`src/gcchk_pkg.sv`:
```
package gcchk_pkg;

    localparam int VTX_W = 6;
    localparam int VC_W  = 7;

    localparam logic [1:0] CMD_ADD    = 2'd0;
    localparam logic [1:0] CMD_REMOVE = 2'd1;
    localparam logic [1:0] CMD_CHECK  = 2'd2;

    localparam logic [VC_W-1:0] VC_RESET = 7'd64;

    typedef struct packed {
        logic [1:0]       command;
        logic [VTX_W-1:0] src_vertex;
        logic [VTX_W-1:0] dst_vertex;
        logic             directed;
    } in_item_t;

    typedef struct packed {
        logic connected;
        logic bad_index;
    } out_item_t;

    typedef struct packed {
        logic load_item;
        logic rd_src;
        logic wr_src;
        logic rd_dst;
        logic wr_dst;
        logic walk_init;
        logic pop;
        logic rd_top;
        logic expand;
        logic push;
        logic finish;
    } ctl_cmd_t;

    typedef struct packed {
        logic is_edge;
        logic is_check;
        logic bad;
        logic undirected;
        logic stack_empty;
        logic fresh_empty;
    } dp_stat_t;

    typedef enum logic [11:0] {
        S_IDLE   = 12'b0000_0000_0001,
        S_DECODE = 12'b0000_0000_0010,
        S_RD_SRC = 12'b0000_0000_0100,
        S_WR_SRC = 12'b0000_0000_1000,
        S_RD_DST = 12'b0000_0001_0000,
        S_WR_DST = 12'b0000_0010_0000,
        S_INIT   = 12'b0000_0100_0000,
        S_POP    = 12'b0000_1000_0000,
        S_TOP    = 12'b0001_0000_0000,
        S_EXPAND = 12'b0010_0000_0000,
        S_PUSH   = 12'b0100_0000_0000,
        S_FINISH = 12'b1000_0000_0000
    } state_t;

endpackage

```
`src/gcchk_ctrl.sv`:
```
module gcchk_ctrl import gcchk_pkg::*; (
    input  logic     clk,
    input  logic     rst_n,
    input  logic     start,
    input  dp_stat_t stat,
    output ctl_cmd_t cmd,
    output logic     busy
);

    state_t state_reg;
    state_t state_next;

    always_ff @(posedge clk or negedge rst_n)
    begin
        if (!rst_n)
        begin
            state_reg <= S_IDLE;
        end
        else
        begin
            state_reg <= state_next;
        end
    end

    always_comb
    begin
        state_next = state_reg;
        cmd        = '0;
        unique case (state_reg)
            S_IDLE:
            begin
                if (start)
                begin
                    cmd.load_item = 1'b1;
                    state_next    = S_DECODE;
                end
            end
            S_DECODE:
            begin
                if (stat.is_edge && !stat.bad)
                begin
                    state_next = S_RD_SRC;
                end
                else if (stat.is_check)
                begin
                    state_next = S_INIT;
                end
                else
                begin
                    state_next = S_FINISH;
                end
            end
            S_RD_SRC:
            begin
                cmd.rd_src = 1'b1;
                state_next = S_WR_SRC;
            end
            S_WR_SRC:
            begin
                cmd.wr_src = 1'b1;
                state_next = stat.undirected ? S_RD_DST : S_FINISH;
            end
            S_RD_DST:
            begin
                cmd.rd_dst = 1'b1;
                state_next = S_WR_DST;
            end
            S_WR_DST:
            begin
                cmd.wr_dst = 1'b1;
                state_next = S_FINISH;
            end
            S_INIT:
            begin
                cmd.walk_init = 1'b1;
                state_next    = S_POP;
            end
            S_POP:
            begin
                cmd.pop    = 1'b1;
                state_next = S_TOP;
            end
            S_TOP:
            begin
                cmd.rd_top = 1'b1;
                state_next = S_EXPAND;
            end
            S_EXPAND:
            begin
                cmd.expand = 1'b1;
                state_next = S_PUSH;
            end
            S_PUSH:
            begin
                if (!stat.fresh_empty)
                begin
                    cmd.push = 1'b1;
                end
                else if (stat.stack_empty)
                begin
                    state_next = S_FINISH;
                end
                else
                begin
                    state_next = S_POP;
                end
            end
            S_FINISH:
            begin
                cmd.finish = 1'b1;
                state_next = S_IDLE;
            end
            default:
            begin
                state_next = S_IDLE;
            end
        endcase
    end

    assign busy = (state_reg != S_IDLE);

endmodule

```
`config.mk`:
```
export PLATFORM = sky130hd
export DESIGN_NAME = gcchk_ctrl
export DESIGN_NICKNAME = d
export VERILOG_FILES = /design/src/gcchk_pkg.sv /design/src/gcchk_ctrl.sv
export SDC_FILE = /design/constraint.sdc
export NUM_CORES = 1
export LEC_CHECK = 0
export BUFFER_PORTS_ARGS = -buffer_cell sky130_fd_sc_hd__buf_2
export CELL_PAD_IN_SITES_DETAIL_PLACEMENT = 1
export CELL_PAD_IN_SITES_GLOBAL_PLACEMENT = 2
export CORE_MARGIN = 1
export CORE_UTILIZATION = 30
export CTS_CLUSTER_DIAMETER = 80
export DETAILED_ROUTE_END_ITERATION = 8
export PLACE_DENSITY_LB_ADDON = 0.1
export SKIP_CTS_REPAIR_TIMING = 1
export SLEW_MARGIN = 25
export SYNTH_ARGS = -nofsm -noshare
export SYNTH_HDL_FRONTEND = slang
export SYNTH_SLANG_ARGS = --single-unit
```
`constraint.sdc`:
```
create_clock -name clk -period 1.9 [get_ports clk]
set_input_delay 0 -clock clk [delete_from_list [all_inputs] [get_ports clk]]
set_output_delay 0 -clock clk [all_outputs]
set_load 0.02 [all_outputs]
```
==> impl_metrics.env <==
export IMPL_clockBufferDepth=2
export IMPL_critical_path_max_fanout=7
export IMPL_status="finished with violations"
export IMPL_clk_root_buffer_cell="sky130_fd_sc_hd__clkbuf_4"
export IMPL_die_width_um=53.3
export IMPL_required_time_worst_endpoint_ps=1900
export IMPL_total_setup_violations_reported_at_the_end_of_the_flow=0
export IMPL_post_route_cells_drive_above_1_share=0.491
export IMPL_numClockSinks=12
export IMPL_rr_endpoint="state_reg[11]"
export IMPL_route_vias_total=721
export IMPL_number_of_antenna_violations_at_the_first_check_in_global_routing=0
export IMPL_arrival_time_at_the_worst_endpoint_ps=1880
export IMPL_clock_skew_final_ps=7.77
export IMPL_synthCells=81
export IMPL_number_of_antenna_violating_nets_in_the_routed_design=0
export IMPL_critPathMaxStageDelay_ps=480
export IMPL_synthesis_area_um2=790
export IMPL_min_to="state_reg[1]"
export IMPL_final_area_mm2=0.00110
export IMPL_vias_in_the_first_global_route=689
export IMPL_gp_routability_congestion=0.782
export IMPL_die_height_um=53.3
export IMPL_pwrdens_mw_per_mm2=886
export IMPL_globalRouteMet3Util=0.0259
export IMPL_timing_hold_worst_start="start"
export IMPL_worstHoldPathType="input pin to flip-flop"
export IMPL_ys_ff_latch=12
export IMPL_placedInstanceArea_um2=932
export IMPL_timing_hold_violations_final=3
export IMPL_multi_input_area_um2=474
export IMPL_commonest_cells_after_routing_fill_and_taps_aside="sky130_fd_sc_hd__buf_2 (17), sky130_fd_sc_hd__buf_4 (13), sky130_fd_sc_hd__nor2_1 (9), sky130_fd_sc_hd__dfrtp_2 (6)"
export IMPL_share_of_the_yosys_chip_area_belonging_to_registers=0.382
export IMPL_io_buffer_count=20
export IMPL_detail_route_wirelength_um=2150
export IMPL_wire_length_of_the_first_global_routing_pass_um=3240
export IMPL_grt_use_total=0.165
export IMPL_vdd_ir_drop_max_mv=0.378
export IMPL_max_freq_ghz=0.531
export IMPL_synth_top_area_share=0.349
export IMPL_maximum_number_of_pins_on_one_net_before_global_route_repair=13
export IMPL_synthesis_area_per_instance_um2=9.75
export IMPL_drt_pre_antenna_iters=3
export IMPL_highest_delay_cell_along_the_critical_path="sky130_fd_sc_hd__dfrtp_2"
export IMPL_drt_wirelength_per_cell_um=14.9
export IMPL_largest_register_ff_count=12
export IMPL_failed_checks="hold timing"
export IMPL_timing_worst_setup_path_type="flip-flop to primary output"
export IMPL_drt_iter0_markers=3
export IMPL_dieArea_mm2=0.00284
export IMPL_grt_setup_unrepaired="yes"
export IMPL_ff_latch_area_um2=309
export IMPL_cts_tree="yes"
export IMPL_num_antenna_cells=0
export IMPL_layout_worst_path_cycle_share=0.991
export IMPL_reg2reg_from="state_reg[9]"
export IMPL_floorplan_io_pins=21
export IMPL_hpwlAfterDp_um=1530
export IMPL_maxSlewHeadroom=0.762
export IMPL_holdPathStages=3
export IMPL_setup_tns_final_ps=0
export IMPL_hold_ws_ps=-19.1
export IMPL_core_mm2=0.00248
export IMPL_reg2reg_depth=6
export IMPL_gr_usage_met2=0.256
export IMPL_final_max_slew_violation_count=0
export IMPL_rows=18
export IMPL_post_route_min_period_ps=1880
export IMPL_synth_top_cells_by_area="sky130_fd_sc_hd__dfrtp_1 (35%), sky130_fd_sc_hd__nor4_4 (8.1%), sky130_fd_sc_hd__nor4b_1 (5.5%), sky130_fd_sc_hd__nor2_1 (4.8%), sky130_fd_sc_hd__nor3b_1 (4.8%)"
export IMPL_tightestPinTransition_ps=352
export IMPL_layout_commonest_cell="sky130_fd_sc_hd__buf_2"
export IMPL_worst_path_cell_trace="nor4_4 > buf_6 > nand2_2 > or3_4 > inv_1 > buf_4"
export IMPL_initial_utilization=0.319
export IMPL_timing_critical_path_from_type="flip-flop"
export IMPL_fillers=302
export IMPL_route_detailed_drc=0
export IMPL_gr_max_usage_layer="met2"
export IMPL_leakagePower_nw=0.520
export IMPL_fin_nets=124
export IMPL_synth_cell_types=29
export IMPL_clk_transition_reported_paths_ps=90
export IMPL_h_tree_depth=1
export IMPL_grt_met1_usage=0.220
export IMPL_max_cap_violations=0
export IMPL_synth_warning_count=0
export IMPL_globalRoute_totalOverflow=0
export IMPL_synth_top_area_cell="sky130_fd_sc_hd__dfrtp_1"
export IMPL_fin_util=0.444
export IMPL_cp_end_kind="primary output"
export IMPL_cts_made_buffers=3
export IMPL_areaGrowthSynthToFinish_pct=39.3
export IMPL_rrSetupSlack_ps=170
export IMPL_via_per_inst=5.01
export IMPL_synthesis_nets=90
export IMPL_worstSkewPairLatency_ps=290
==> synthesized netlist by cell type <==
cell / number
sky130_fd_sc_hd__nand3_1: 4
sky130_fd_sc_hd__nand3_4: 1
sky130_fd_sc_hd__and2_1: 1
sky130_fd_sc_hd__nand4_1: 4
sky130_fd_sc_hd__o32a_1: 1
sky130_fd_sc_hd__dfstp_2: 1
sky130_fd_sc_hd__nor4_1: 2
sky130_fd_sc_hd__nor3b_1: 5
sky130_fd_sc_hd__o21ba_2: 1
sky130_fd_sc_hd__nor2_1: 10
sky130_fd_sc_hd__nor4_4: 3
sky130_fd_sc_hd__or3_1: 1
sky130_fd_sc_hd__xor2_1: 3
sky130_fd_sc_hd__clkbuf_1: 3
sky130_fd_sc_hd__nor4b_1: 5
sky130_fd_sc_hd__inv_1: 2
sky130_fd_sc_hd__nand4b_1: 1
sky130_fd_sc_hd__nor4_2: 1
sky130_fd_sc_hd__or2_1: 1
sky130_fd_sc_hd__and3_1: 3
sky130_fd_sc_hd__nand2b_1: 5
sky130_fd_sc_hd__buf_4: 2
sky130_fd_sc_hd__buf_6: 1
sky130_fd_sc_hd__nand2_1: 2
sky130_fd_sc_hd__nand2_2: 1
sky130_fd_sc_hd__o311ai_0: 1
sky130_fd_sc_hd__o21ai_0: 4
sky130_fd_sc_hd__a31oi_1: 1
sky130_fd_sc_hd__dfrtp_1: 11
==> cells by family after synthesis <==
group,after synthesis,synth area share
XOR/XNOR,3,0.0333
buffers and inverters,8,0.0570
flip-flops,12,0.382
AND/OR/NAND/NOR,50,0.458
AO/OA/AOI/OAI,8,0.0697
==> metrics by stage <==
step	total power, mW	setup WS, ps	hold slack, ps	cells
2_1_floorplan	0.583	9.46	-296	81
3_3_place_gp	0.702	157	-93.0	130
3_5_place_dp	0.710	172	-86.5	130
4_1_cts	0.928	-129	-402	134
5_1_grt	1.03	-61.9	6.22	144
6_report	0.975	17.3	-19.1	144
==> worst max-delay path: cells and delay by family, from the launching register on <==
family / cells / cell delay [ps]
simple gates: 3 / 770
flops: 1 / 480
buf+inv: 3 / 350
==> per-layer routing <==
metal	wire length [µm]	vias to the layer above
li1	-	362
met1	1020	340
met2	1030	15
met3	63	4
met4	30	0
met5	0	-
==> how the worst max path moves through the flow <==
stage                       startpoint            end  slack (ps)
after floorplan           state_reg[9]   state_reg[7]           9
after global placement    state_reg[3]  state_reg[11]         160
after detailed placement  state_reg[3]  state_reg[11]         170
after CTS                 state_reg[3]         cmd[6]        -130
after global routing      state_reg[9]         cmd[6]         -60
final                     state_reg[9]         cmd[6]          20
==> power by group <==
| part | switching (mW) | internal [mW] | leakage [nW] | total [mW] |
|---|---|---|---|---|
| Combinational | 0.236 | 0.182 | 0.346 | 0.418 |
| Sequential | 0.0466 | 0.291 | 0.153 | 0.338 |
| Clock | 0.102 | 0.117 | 0.0210 | 0.219 |
==> final cells by class <==
cell class,instances,share of cell area
timing repair buffer,35,0.214
sequential,12,0.281
tap,30,0.0341
inverter,2,0.00683
multi-input combinational,61,0.431
clock buffer,4,0.0330
Note: power is estimated with default switching activity, not from simulation.
